[src/rtl/core/jsu_pkg.sv]
// Shared types and constants for the JSON string unescape block.
`timescale 1ns / 1ps

package jsu_pkg;

    localparam int MAX_RES    = 5;
    localparam int CNT_W      = $clog2(MAX_RES + 1);
    localparam int HEX_DIGITS = 3;
    localparam int HS_W       = $clog2(HEX_DIGITS + 1);
    localparam int QDEPTH     = 4;
    localparam int QPTR_W     = $clog2(QDEPTH);
    localparam int QCNT_W     = QPTR_W + 1;

    localparam logic [7:0]  CH_U       = 8'h75;
    localparam logic [7:0]  CH_QUOTE   = 8'h22;
    localparam logic [7:0]  CH_BSLASH  = 8'h5C;
    localparam logic [7:0]  LATIN1_MAX = 8'hFF;

    typedef enum logic [1:0] {
        MODE_IDLE  = 2'd0,
        MODE_PLAIN = 2'd1,
        MODE_ESC   = 2'd2,
        MODE_HEX   = 2'd3
    } scan_mode_t;

    typedef struct packed {
        logic [7:0] data_byte;
        logic       first_byte;
        logic       body_end;
    } in_item_t;

    typedef struct packed {
        logic [7:0] out_byte;
        logic       has_byte;
        logic       string_last;
        logic       closed_by_quote;
    } out_item_t;

    // One decoded item: up to MAX_RES bytes to emit in order.
    typedef struct packed {
        logic [MAX_RES-1:0][7:0] bytes;
        logic [CNT_W-1:0]        cnt;
        logic                    is_data;
        logic                    ending;
        logic                    quoted;
    } job_t;

endpackage

[src/rtl/core/json_string_unescape.sv]
// Path: an accepted item's job is written into the job queue, then each result into the output register.
// Throughput: one item per cycle while each item yields at most one result and results are popped;
// an item that yields n results (up to 5) holds the serializer until all n are loaded, and a
// 4-entry job queue absorbs the burst so input keeps flowing until the queue is full.
// Reset (async, active low): scanner idle, job queue and output register empty.
`timescale 1ns / 1ps

module json_string_unescape
    import jsu_pkg::*;
(
    input  logic      clk,
    input  logic      rst_n,
    input  logic      push,
    output logic      full,
    input  in_item_t  item,
    input  logic      pop,
    output logic      empty,
    output out_item_t result
);

    logic accept;
    logic job_valid;
    job_t job;
    job_t head;
    logic head_valid;
    logic head_done;

    assign accept = push && !full;

    jsu_front u_front (
        .clk       (clk),
        .rst_n     (rst_n),
        .accept    (accept),
        .item      (item),
        .job_valid (job_valid),
        .job       (job)
    );

    jsu_queue u_queue (
        .clk       (clk),
        .rst_n     (rst_n),
        .wr_en     (job_valid),
        .wr_data   (job),
        .rd_en     (head_done),
        .rd_data   (head),
        .full      (full),
        .not_empty (head_valid)
    );

    jsu_back u_back (
        .clk        (clk),
        .rst_n      (rst_n),
        .head_valid (head_valid),
        .head       (head),
        .head_done  (head_done),
        .pop        (pop),
        .empty      (empty),
        .result     (result)
    );

endmodule

[src/rtl/core/jsu_front.sv]
// Front end: accepts body bytes, runs the escape scanner and builds result jobs.
`timescale 1ns / 1ps

module jsu_front
    import jsu_pkg::*;
(
    input  logic     clk,
    input  logic     rst_n,
    input  logic     accept,
    input  in_item_t item,
    output logic     job_valid,
    output job_t     job
);

    scan_mode_t       mode_reg, mode_next, mode_cur;
    logic [HS_W-1:0]  hs_reg, hs_next, hs_cur;
    logic [15:0]      hv_reg, hv_next, hv_cur;
    logic [7:0]       hex_digits_reg [HEX_DIGITS];

    logic [7:0]       c;
    logic             fin;
    logic             hex_ok;
    logic [3:0]       hex_nib;
    logic             active;
    logic             do_plain;
    logic             flush;
    logic             tail_v;
    logic [7:0]       tail;
    logic             ending;
    logic             quoted;
    logic             dig_we;
    logic [CNT_W-1:0] cnt;

    function automatic logic [4:0] hex_of(input logic [7:0] ch);
        logic [4:0] r;
        r = 5'd0;
        if (ch >= 8'h30 && ch <= 8'h39)
            r = {1'b1, 4'(ch - 8'h30)};
        else if (ch >= 8'h61 && ch <= 8'h66)
            r = {1'b1, 4'(ch - 8'h57)};
        else if (ch >= 8'h41 && ch <= 8'h46)
            r = {1'b1, 4'(ch - 8'h37)};
        return r;
    endfunction

    function automatic logic [7:0] escape_map(input logic [7:0] ch);
        logic [7:0] r;
        unique case (ch)
            8'h62:   r = 8'h08;
            8'h66:   r = 8'h0C;
            8'h6E:   r = 8'h0A;
            8'h72:   r = 8'h0D;
            8'h74:   r = 8'h09;
            default: r = ch;
        endcase
        return r;
    endfunction

    assign c   = item.data_byte;
    assign fin = item.body_end;
    assign {hex_ok, hex_nib} = hex_of(c);

    always_comb
    begin
        mode_cur  = item.first_byte ? MODE_PLAIN : mode_reg;
        hs_cur    = item.first_byte ? '0 : hs_reg;
        hv_cur    = item.first_byte ? '0 : hv_reg;
        mode_next = mode_cur;
        hs_next   = hs_cur;
        hv_next   = hv_cur;
        active    = 1'b1;
        do_plain  = 1'b0;
        flush     = 1'b0;
        tail_v    = 1'b0;
        tail      = c;
        ending    = 1'b0;
        quoted    = 1'b0;
        dig_we    = 1'b0;

        unique case (mode_cur)
            MODE_IDLE:
            begin
                active = 1'b0;
            end
            MODE_PLAIN:
            begin
                do_plain = 1'b1;
            end
            MODE_ESC:
            begin
                if (c == CH_U)
                begin
                    if (fin)
                        tail_v = 1'b1;
                    else
                    begin
                        mode_next = MODE_HEX;
                        hs_next   = '0;
                        hv_next   = '0;
                    end
                end
                else
                begin
                    tail_v    = 1'b1;
                    tail      = escape_map(c);
                    mode_next = MODE_PLAIN;
                end
            end
            MODE_HEX:
            begin
                if (!hex_ok)
                begin
                    // bad digit: replay 'u' and the digits, then treat byte as plain
                    flush     = 1'b1;
                    mode_next = MODE_PLAIN;
                    hs_next   = '0;
                    do_plain  = 1'b1;
                end
                else
                begin
                    hv_next = {hv_cur[11:0], hex_nib};
                    if (hs_cur == HS_W'(HEX_DIGITS))
                    begin
                        if (hv_next[15:8] == 8'h00)
                        begin
                            tail_v = 1'b1;
                            tail   = hv_next[7:0] & LATIN1_MAX;
                        end
                        mode_next = MODE_PLAIN;
                        hs_next   = '0;
                    end
                    else if (fin)
                    begin
                        flush   = 1'b1;
                        tail_v  = 1'b1;
                        hs_next = '0;
                    end
                    else
                    begin
                        dig_we  = 1'b1;
                        hs_next = hs_cur + HS_W'(1);
                    end
                end
            end
            default:
            begin
                active = 1'b0;
            end
        endcase

        if (do_plain)
        begin
            priority if (c == CH_QUOTE)
            begin
                ending    = 1'b1;
                quoted    = 1'b1;
                mode_next = MODE_IDLE;
            end
            else if (c == CH_BSLASH)
            begin
                if (fin)
                    tail_v = 1'b1;
                else
                    mode_next = MODE_ESC;
            end
            else
                tail_v = 1'b1;
        end

        if (active && fin)
        begin
            ending    = 1'b1;
            mode_next = MODE_IDLE;
            hs_next   = '0;
        end

        cnt = (flush ? CNT_W'(hs_cur) + CNT_W'(1) : CNT_W'(0)) + CNT_W'(tail_v);

        job.bytes[0] = flush ? CH_U : tail;
        job.bytes[1] = (flush && hs_cur >= HS_W'(1)) ? hex_digits_reg[0] : tail;
        job.bytes[2] = (flush && hs_cur >= HS_W'(2)) ? hex_digits_reg[1] : tail;
        job.bytes[3] = (flush && hs_cur >= HS_W'(3)) ? hex_digits_reg[2] : tail;
        job.bytes[4] = tail;
        job.is_data  = (cnt != '0);
        // nothing to emit on a closing step: send a bare end marker
        job.cnt      = (cnt == '0) ? CNT_W'(1) : cnt;
        job.ending   = ending;
        job.quoted   = quoted;
        job_valid    = accept && active && ((cnt != '0) || ending);
    end

    always_ff @(posedge clk or negedge rst_n)
    begin
        if (!rst_n)
        begin
            mode_reg <= MODE_IDLE;
            hs_reg   <= '0;
            hv_reg   <= '0;
        end
        else if (accept)
        begin
            mode_reg <= mode_next;
            hs_reg   <= hs_next;
            hv_reg   <= hv_next;
        end
    end

    always_ff @(posedge clk)
    begin
        if (accept && dig_we)
            hex_digits_reg[hs_cur] <= c;
    end

endmodule

[src/rtl/core/jsu_queue.sv]
// Job queue between the scanner front end and the result serializer.
`timescale 1ns / 1ps

module jsu_queue
    import jsu_pkg::*;
(
    input  logic clk,
    input  logic rst_n,
    input  logic wr_en,
    input  job_t wr_data,
    input  logic rd_en,
    output job_t rd_data,
    output logic full,
    output logic not_empty
);

    job_t              mem_reg [QDEPTH];
    logic [QPTR_W-1:0] wr_ptr_reg, wr_ptr_next;
    logic [QPTR_W-1:0] rd_ptr_reg, rd_ptr_next;
    logic [QCNT_W-1:0] count_reg, count_next;
    logic              do_wr;
    logic              do_rd;

    assign full      = (count_reg == QCNT_W'(QDEPTH));
    assign not_empty = (count_reg != '0);
    assign rd_data   = mem_reg[rd_ptr_reg];
    assign do_wr     = wr_en && !full;
    assign do_rd     = rd_en && not_empty;

    always_comb
    begin
        wr_ptr_next = do_wr ? wr_ptr_reg + QPTR_W'(1) : wr_ptr_reg;
        rd_ptr_next = do_rd ? rd_ptr_reg + QPTR_W'(1) : rd_ptr_reg;
        count_next  = count_reg + QCNT_W'(do_wr) - QCNT_W'(do_rd);
    end

    always_ff @(posedge clk or negedge rst_n)
    begin
        if (!rst_n)
        begin
            wr_ptr_reg <= '0;
            rd_ptr_reg <= '0;
            count_reg  <= '0;
        end
        else
        begin
            wr_ptr_reg <= wr_ptr_next;
            rd_ptr_reg <= rd_ptr_next;
            count_reg  <= count_next;
        end
    end

    always_ff @(posedge clk)
    begin
        if (do_wr)
            mem_reg[wr_ptr_reg] <= wr_data;
    end

`ifndef SYNTH
    a_count_bound: assert property (@(posedge clk) disable iff (!rst_n)
        count_reg <= QCNT_W'(QDEPTH))
        else $error("job queue count out of range");
    a_empty_ptrs: assert property (@(posedge clk) disable iff (!rst_n)
        (count_reg == '0) |-> (rd_ptr_reg == wr_ptr_reg))
        else $error("job queue empty but pointers differ");
    a_drain: assert property (@(posedge clk) disable iff (!rst_n)
        (count_reg == QCNT_W'(1) && do_rd && !do_wr) |=> (count_reg == '0))
        else $error("job queue failed to drain");
`endif

endmodule

[src/rtl/core/jsu_back.sv]
// Back end: walks each job's bytes and feeds the result output register.
`timescale 1ns / 1ps

module jsu_back
    import jsu_pkg::*;
(
    input  logic      clk,
    input  logic      rst_n,
    input  logic      head_valid,
    input  job_t      head,
    output logic      head_done,
    input  logic      pop,
    output logic      empty,
    output out_item_t result
);

    logic [CNT_W-1:0] idx_reg, idx_next;
    logic             out_valid_reg;
    out_item_t        result_reg, result_next;
    logic             load;
    logic             last_elem;

    assign empty     = !out_valid_reg;
    assign result    = result_reg;
    assign load      = head_valid && (!out_valid_reg || pop);
    assign last_elem = (idx_reg == head.cnt - CNT_W'(1));
    assign head_done = load && last_elem;

    always_comb
    begin
        result_next.out_byte        = head.is_data ? head.bytes[idx_reg] : 8'h00;
        result_next.has_byte        = head.is_data;
        result_next.string_last     = head.ending && last_elem;
        result_next.closed_by_quote = head.ending && head.quoted && last_elem;
        idx_next = idx_reg;
        if (load)
            idx_next = last_elem ? '0 : idx_reg + CNT_W'(1);
    end

    always_ff @(posedge clk or negedge rst_n)
    begin
        if (!rst_n)
        begin
            idx_reg       <= '0;
            out_valid_reg <= 1'b0;
        end
        else
        begin
            idx_reg <= idx_next;
            if (load)
                out_valid_reg <= 1'b1;
            else if (pop)
                out_valid_reg <= 1'b0;
        end
    end

    always_ff @(posedge clk)
    begin
        if (load)
            result_reg <= result_next;
    end

`ifndef SYNTH
    a_idx_in_job: assert property (@(posedge clk) disable iff (!rst_n)
        head_valid |-> (idx_reg < head.cnt))
        else $error("byte index past end of job");
    a_quote_on_last: assert property (@(posedge clk) disable iff (!rst_n)
        (out_valid_reg && result_reg.closed_by_quote) |-> result_reg.string_last)
        else $error("quote flag on a non-final result");
    a_marker_form: assert property (@(posedge clk) disable iff (!rst_n)
        (out_valid_reg && !result_reg.has_byte)
            |-> (result_reg.string_last && result_reg.out_byte == 8'h00))
        else $error("malformed end marker");
`endif

endmodule
[config.mk]
export PLATFORM = sky130hd
export DESIGN_NAME = json_string_unescape
export DESIGN_NICKNAME = d
export VERILOG_FILES = /design/src/rtl/core/jsu_pkg.sv /design/src/rtl/core/json_string_unescape.sv /design/src/rtl/core/jsu_front.sv /design/src/rtl/core/jsu_queue.sv /design/src/rtl/core/jsu_back.sv
export SDC_FILE = /design/constraint.sdc
export NUM_CORES = 1
export LEC_CHECK = 0
export ABC_CLOCK_PERIOD_IN_PS = 10190
export BUFFER_PORTS_ARGS = -buffer_cell sky130_fd_sc_hd__buf_2
export CORE_MARGIN = 3
export CORE_UTILIZATION = 58
export CTS_CLUSTER_SIZE = 16
export DETAILED_ROUTE_END_ITERATION = 16
export MAX_ROUTING_LAYER = met4
export PLACE_DENSITY = 0.75
export SYNTH_ARGS = -nofsm -noshare
export SYNTH_HDL_FRONTEND = slang
export SYNTH_HIERARCHICAL = 1
export SYNTH_SLANG_ARGS = --single-unit
export TNS_END_PERCENT = 5
[constraint.sdc]
create_clock -name clk -period 10.19 [get_ports clk]
set_clock_uncertainty 0.1 [all_clocks]
set_input_delay 1.019 -clock clk [delete_from_list [all_inputs] [get_ports clk]]
set_output_delay 1.019 -clock clk [all_outputs]
set_load 0.01 [all_outputs]
# Word-level counts from Yosys, hierarchy flattened
# Memory sizes are Yosys's and may differ from the RTL's.
# Index checks and enable logic that the tools add are counted.
[op_classes] addsub=12 n_mul=0 div_mod_pow=0 order_cmp=10 eq_ne=14 shifts=0 muxes=71 n_bitwise=0 reduce_logical=28
[op_table] cell="8-bit two-way mux" n=9
[op_table] cell="16-bit two-way mux" n=4
[op_table] cell="8-bit by 7-bit == test with 1-bit output (second input constant)" n=7
[op_table] cell="8-bit one-hot mux with 5 select lines" n=1
[op_table] cell="2-bit two-way mux" n=17
[op_table] cell="16-bit one-hot mux with 2 select lines" n=1
[op_table] cell="1-bit two-way mux" n=27
[op_table] cell="8-bit binary-select mux with 3-bit select" n=1
[op_table] cell="1-bit logical AND" n=18
[op_table] cell="8-bit by 7-bit >= comparator with 1-bit output (second input constant)" n=2
[op_table] cell="8-bit by 7-bit less-or-equal comparator with 1-bit output (second input constant)" n=2
[op_table] cell="8-bit one-hot mux with 2 select lines" n=1
[op_table] cell="5-bit two-way mux" n=3
[op_table] cell="3-bit two-way mux" n=3
[op_table] cell="8-bit by 6-bit == test with 1-bit output (second input constant)" n=1
[op_table] cell="8-bit by 6-bit >= comparator with 1-bit output (second input constant)" n=1
[op_table] cell="8-bit by 6-bit less-or-equal comparator with 1-bit output (second input constant)" n=1
[op_table] cell="8-bit zero test" n=1
[op_table] cell="2-bit one-hot mux with 2 select lines" n=2
[op_table] cell="4-bit by 3-bit subtractor with 4-bit output (second input constant)" n=2
[op_table] cell="2-bit by 1-bit adder with 2-bit output (second input constant)" n=3
[op_table] cell="3-bit by 1-bit adder with 3-bit output" n=2
[op_table] cell="2-bit == test (second input constant)" n=3
[op_table] cell="3-bit nonzero test" n=2
[op_table] cell="17 further kinds" n=21
[word_totals] register_bits=42 latch_bits=0 mem_bits_rw=208 mem_bits_ro=0 wordCells=149 mem_count=2
[mem_list] memory="u_queue.mem_reg" words=4 width=46 rd=1 rd_clocked_by_memory_dff=0 wr=1 line_no="jsu_queue.sv:17" text="job_t mem_reg [QDEPTH];"
[mem_list] memory="u_front.hex_digits_reg" words=3 width=8 rd=3 rd_clocked_by_memory_dff=0 wr=1 line_no="jsu_front.sv:18" text="logic [7:0] hex_digits_reg [HEX_DIGITS];"

# Longest topological paths before layout
[depth] depth_word=18 depth_mapped=21 mapped_depth_nobuf=19

# Cells and area by module
# The synthesis kept the hierarchy.
[modules_own_cells] mod="jsu_queue" instances=1 cells_each=280 area_per_inst_um2=7095.6
[modules_own_cells] mod="jsu_front" instances=1 cells_each=275 area_per_inst_um2=2752.6
[modules_own_cells] mod="jsu_back" instances=1 cells_each=65 area_per_inst_um2=928.4
[modules_own_cells] mod="json_string_unescape" instances=1 cells_each=1 area_per_inst_um2=13.8

# Worst setup path after synthesis
# No wires, ideal clock.
[synth_timing] kind="input port to flip-flop" from="input item[3] in the netlist's numbering" to="memory u_queue/mem_reg[0][0] in the netlist's numbering (enable)" setup_time_ps=408 t_arrival_ps=4725 path_slack_ps=4957 path_stages=15 n_path_buf=3 path_cell_list="clkbuf_1 inv_1 ha_1 or3b_1 and4_4 buf_6 nor2_4 o21ai_2 clkbuf_1 nor2_1 ha_1 ha_1 xnor2_1 o41a_1 and3b_1"
[synth_between] elab_chain_cells=18 word_cells_on_any_way=37 classes_between="add/sub (1); order compare (6); eq/ne (3); mux (20); reduce/logical (7)"
[synth_lines] item="from (decl)" line_no="json_string_unescape.sv:15" text="input in_item_t item,"
[synth_lines] item="8-bit by 7-bit >= comparator with 1-bit output or 8-bit by 7-bit less-or-equal comparator with 1-bit output (tied branches)" line_no="jsu_front.sv:41" text="else if (ch >= 8'h41 && ch <= 8'h46)"
[synth_lines] item="1-bit logical AND" line_no="jsu_front.sv:41"
[synth_lines] item="5-bit two-way mux" line_no="jsu_front.sv:41"
[synth_lines] item="5-bit two-way mux" line_no="jsu_front.sv:39" text="else if (ch >= 8'h61 && ch <= 8'h66)"
[synth_lines] item="5-bit two-way mux" line_no="jsu_front.sv:37" text="if (ch >= 8'h30 && ch <= 8'h39)"
[synth_lines] item="1-bit two-way mux" line_no="jsu_front.sv:111" text="if (!hex_ok)"
[synth_lines] item="1-bit one-hot mux with 2 select lines" line_no="jsu_front.sv:80" text="unique case (mode_cur)"
[synth_lines] item="1-bit two-way mux" line_no="jsu_front.sv:161" text="if (fin)"
[synth_lines] item="(+3 left out)"
[synth_lines] item="3-bit by 1-bit adder with 3-bit output" line_no="jsu_front.sv:177" text="cnt = (flush ? CNT_W'(hs_cur) + CNT_W'(1) : CNT_W'(0)) + CNT_W'(tail_v);"
[synth_lines] item="3-bit nonzero test" line_no="jsu_front.sv:189" text="job_valid = accept && active && ((cnt != '0) || ending);"
[synth_lines] item="1-bit logical OR *" line_no="jsu_front.sv:189"
[synth_lines] item="1-bit logical AND *" line_no="jsu_front.sv:189"
[synth_lines] item="net job_valid" line_no="json_string_unescape.sv:22" text="logic job_valid;"
[synth_lines] item="1-bit logical AND *" line_no="jsu_queue.sv:27" text="assign do_wr = wr_en && !full;"
[synth_lines] item="1-bit two-way mux *" line_no="jsu_queue.sv:55" text="if (do_wr)"
[synth_lines] item="1-bit two-way mux (implied by the code) *" line_no="jsu_queue.sv:56" text="mem_reg[wr_ptr_reg] <= wr_data;"
[synth_lines] item="to (decl)" line_no="jsu_queue.sv:17"
# Mark *: on every way through the listed nets, which the timed path passes. The rest lies on a longest branch.

# Worst setup path in the final report
[layout_timing] from="input item[3] in the netlist's numbering" to="register u_queue.count_reg[2]"
[layout_between] elab_chain_cells=18 word_cells_on_any_way=37 classes_between="add/sub (3); order compare (6); eq/ne (3); mux (18); reduce/logical (7)"
[layout_lines] item="8-bit by 7-bit >= comparator with 1-bit output or 8-bit by 7-bit less-or-equal comparator with 1-bit output (tied branches)" line_no="jsu_front.sv:41"
[layout_lines] item="1-bit logical AND" line_no="jsu_front.sv:41"
[layout_lines] item="5-bit two-way mux" line_no="jsu_front.sv:41"
[layout_lines] item="5-bit two-way mux" line_no="jsu_front.sv:39"
[layout_lines] item="5-bit two-way mux" line_no="jsu_front.sv:37"
[layout_lines] item="1-bit two-way mux" line_no="jsu_front.sv:111"
[layout_lines] item="1-bit one-hot mux with 2 select lines" line_no="jsu_front.sv:80"
[layout_lines] item="1-bit two-way mux" line_no="jsu_front.sv:161"
[layout_lines] item="(+4 left out)"
[layout_lines] item="3-bit nonzero test" line_no="jsu_front.sv:189"
[layout_lines] item="1-bit logical OR *" line_no="jsu_front.sv:189"
[layout_lines] item="1-bit logical AND *" line_no="jsu_front.sv:189"
[layout_lines] item="net job_valid" line_no="json_string_unescape.sv:22"
[layout_lines] item="1-bit logical AND *" line_no="jsu_queue.sv:27"
[layout_lines] item="3-bit by 1-bit adder with 3-bit output *" line_no="jsu_queue.sv:34" text="count_next = count_reg + QCNT_W'(do_wr) - QCNT_W'(do_rd);"
[layout_lines] item="3-bit by 1-bit subtractor with 3-bit output *" line_no="jsu_queue.sv:34"
[layout_lines] item="net u_queue.count_next[2]" line_no="jsu_queue.sv:20" text="logic [QCNT_W-1:0] count_reg, count_next;"
[layout_lines] item="to (signal assigned)" line_no="jsu_queue.sv:49" text="count_reg <= count_next;"
[layout_lines] item="to (decl)" line_no="jsu_queue.sv:20"
# Marks and branches as above.
# A chain may end at the register's enable or synchronous reset.

==> impl_metrics.ini <==
[yosys]
yosys.area.top_type_share = 0.609
async_flop_share = 0.110
synth_top_flop_cell = edfxtp_1
ys_ff_latch = 246
synth_edf_count = 219
synth.distinct_cells = 74
yosysMostFrequentCell = edfxtp_1
synth_top_cell_by_area = edfxtp_1
avgSynthCellArea_um2 = 17.4
yosys-top-cells-count = 219 x edfxtp_1, 54 x mux4_2, 27 x dfrtp_1, 27 x nor2_1, 22 x inv_1
synth_area_leaders = edfxtp_1 61%, mux4_2 11%, dfrtp_1 6.3%
syn_area_um2 = 10800
yosys_warnings = 6
syn_nets = 656
yosysSeqAreaShare = 0.672
syn_inst = 621

[timing]
fin_setup_tns_ns = 0
finalHoldViolCount = 0
finalMaxSlewViolations = 0
worst_slack_ns = 5.24
rsz0062_at_grt = no
whs_ns = 0.408
tightest_slew_ns = 1.17
finalSetupViolCount = 0
finalCritPeriodShare = 0.486
fmax_mhz = 202
finalCriticalPeriod_ns = 4.95
slew_headroom = 0.219

[floorplanning]
core_um2 = 18100
die_y_um = 142
rows = 49
initial_core_util = 0.595
die_x_um = 142
dieArea_um2 = 20300
io_pins = 27

[route]
vias_per_cell = 6.51
drc = 0
dr.pass1.iters = 5
via_count = 5821
drt_iter0_markers = 610
wirelength_mm = 21.5
wl_per_cell_um = 24.1
ant_nets = 0

[flow_run]
cap_violations = 0

[cts]
ctsHoldBuffers = 0
root_buffer = clkbuf_16
postCtsSetupBuffers = 0
path_clk_slew_ns = 0.06
cts_made_buffers = 25
cts_buffer_depth = 3
cts_tree = yes
clkLatencyLatePin_ns = 0.51
cts_htree_levels = 1
cts_resized = 0
cts.sinks = 246

[critical_path]
reg2reg_to = u_queue/count_reg[2]$_DFF_PN0_
start_kind = input port
arrival_ns = 5.27
cp_top_family = adder cells
worstPathMaxFanout = 14
crit_chain = buf_2, inv_1, ha_1, o21bai_1, a21oi_2, nor2_4, o21ai_2, nor2_1, ha_1, ha_1, xnor2_1, o41a_1, nand2b_1, ha_1, inv_1, ha_1, fa_1, xnor2_1, xnor2_1
endpoint_kind = flip-flop
reg2reg_from = u_front/mode_reg[1]$_DFFE_PN0P_
cp.required_ns = 10.51
r2r_slack_ns = 5.80
path_buf_inv = 3
rr_worst_depth = 12
crit_path_frequent_cell = ha_1
criticalPathCategory = input port to flip-flop
crit_slowest_cell = o21ai_2
crit_path_max_incr_delay_ns = 0.52

[placement]
port_buffers = 26
pre_cts_ws_ns = 4.77
gp_congestion = 0.961
hpwlAfterDp_mm = 13.2

[power_and_ir_drop]
p_leak_uw = 0.00420
vdd_ir_drop_max_v = 0.000197
p_per_area_nw_per_um2 = 271

[global_route]
grt_pass1_vias = 5921
track_usage = 0.227
antenna_found_initial = 0
grt-ovfl-total = 0
grt_start_max_net_pins = 49
grt_pass1_wl_mm = 34.4

[finish]
largest_reg_flops = 184
final_nets = 681
fillers = 1197
area_growth_pct = 11.0
n_antenna_cell = 0
utilization = 0.660
drive_gt1_frac = 0.248

[worst_hold_path]
hold_path.class = input port to async pin

[run_status]
run_status = completed
==> layer usage <==
| metal | up-vias | wire [um] | global-route usage |
|---|---|---|---|
| met5 | - | 0 | - |
| met4 | 0 | 411 | 0.0505 |
| met3 | 33 | 1240 | 0.0228 |
| met2 | 234 | 10800 | 0.365 |
| met1 | 3013 | 9020 | 0.323 |
| li1 | 2541 | - | - |
==> cells in the final DEF, fill, tap and decap left out, types with 3 or more instances in the layout <==
master       n
nand3_1      9
mux2_2       7
and2_1       8
nand2b_1     9
clkinv_2     7
nor2b_1      4
and3b_2      4
nor3_2       3
ha_1        20
dfrtp_1     25
mux2_4       6
clkbuf_16   25
a211oi_1     4
bufinv_16    7
o21ai_0      9
xnor2_1     10
nand4bb_1    3
nor2_1      27
a21o_1       3
mux4_2      54
buf_2       26
nand4_1      4
edfxtp_1   219
o211ai_1     7
buf_4        6
nand2_1     20
a22o_1      19
o21bai_1     3
a31oi_1     15
nor3_1       5
a21oi_1      7
and3_1       5
inv_1       22
nand3b_1     3
==> power breakdown <==
group | switching (uW) | total [uW] | internal [uW]
combinational | 449 | 849 | 400
sequential | 89.9 | 1400 | 1310
clock | 363 | 997 | 634
total | 901 | 3240 | 2340
==> worst reg2reg max path, cell delays in order, from the launching register on <==
cell      delay [ns]
dfrtp_1         0.44
nand2b_1        0.28
nor2_1          0.59
nand3_1         0.62
xnor2_1         0.60
o41a_1          0.35
nand2b_1        0.09
ha_1            0.28
inv_1           0.04
ha_1            0.19
fa_1            0.38
xnor2_1         0.20
xnor2_1         0.15
==> per-stage QoR <==
step,cell area (um^2),instances,power [uW]
after global placement,11100,848,2230
after detailed placement,11100,848,2270
final,12000,894,3240
after global routing,12000,894,3390
after floorplan,10800,621,2050
after CTS,12000,894,3270
==> layout make-up <==
class / instances / area, um^2 / area share
clock buffers: 28 / 647 / 0.0540
clock inverters: 18 / 269 / 0.0225
inverters: 22 / 82.6 / 0.00689
multi-input cells: 319 / 3260 / 0.273
flip-flops and latches: 246 / 7250 / 0.606
well taps: 229 / 287 / 0.0239
repair buffers: 32 / 175 / 0.0146
==> cell families (layout without fill, tap and decap cells) <==
| family | after synthesis | in the layout | synth area share |
|---|---|---|---|
| buf+inv | 56 | 100 | 0.0259 |
| mux | 71 | 71 | 0.132 |
| simple gates | 122 | 122 | 0.0670 |
| fa+ha+maj | 21 | 21 | 0.0250 |
| compound gates | 93 | 93 | 0.0666 |
| flops | 246 | 246 | 0.672 |
| xor+xnor | 12 | 12 | 0.0111 |
==> how the worst max path moves through the flow <==
| stage | depth (start not counted) | endpoint | from | slack (ns) |
|---|---|---|---|---|
| after global routing | 19 | u_queue/count_reg[2]$_DFF_PN0_ | item[3] | 4.78 |
| after CTS | 19 | u_queue/count_reg[2]$_DFF_PN0_ | item[3] | 5.26 |
| final | 19 | u_queue/count_reg[2]$_DFF_PN0_ | item[3] | 5.24 |
| after floorplan | 15 | u_queue/mem_reg[0][0]$_DFFE_PP_ | item[3] | 4.96 |
| after global placement | 19 | u_queue/count_reg[2]$_DFF_PN0_ | item[3] | 4.98 |
| after detailed placement | 19 | u_queue/count_reg[2]$_DFF_PN0_ | item[3] | 4.77 |
No activity file was read; power rests on OpenSTA's default activity.
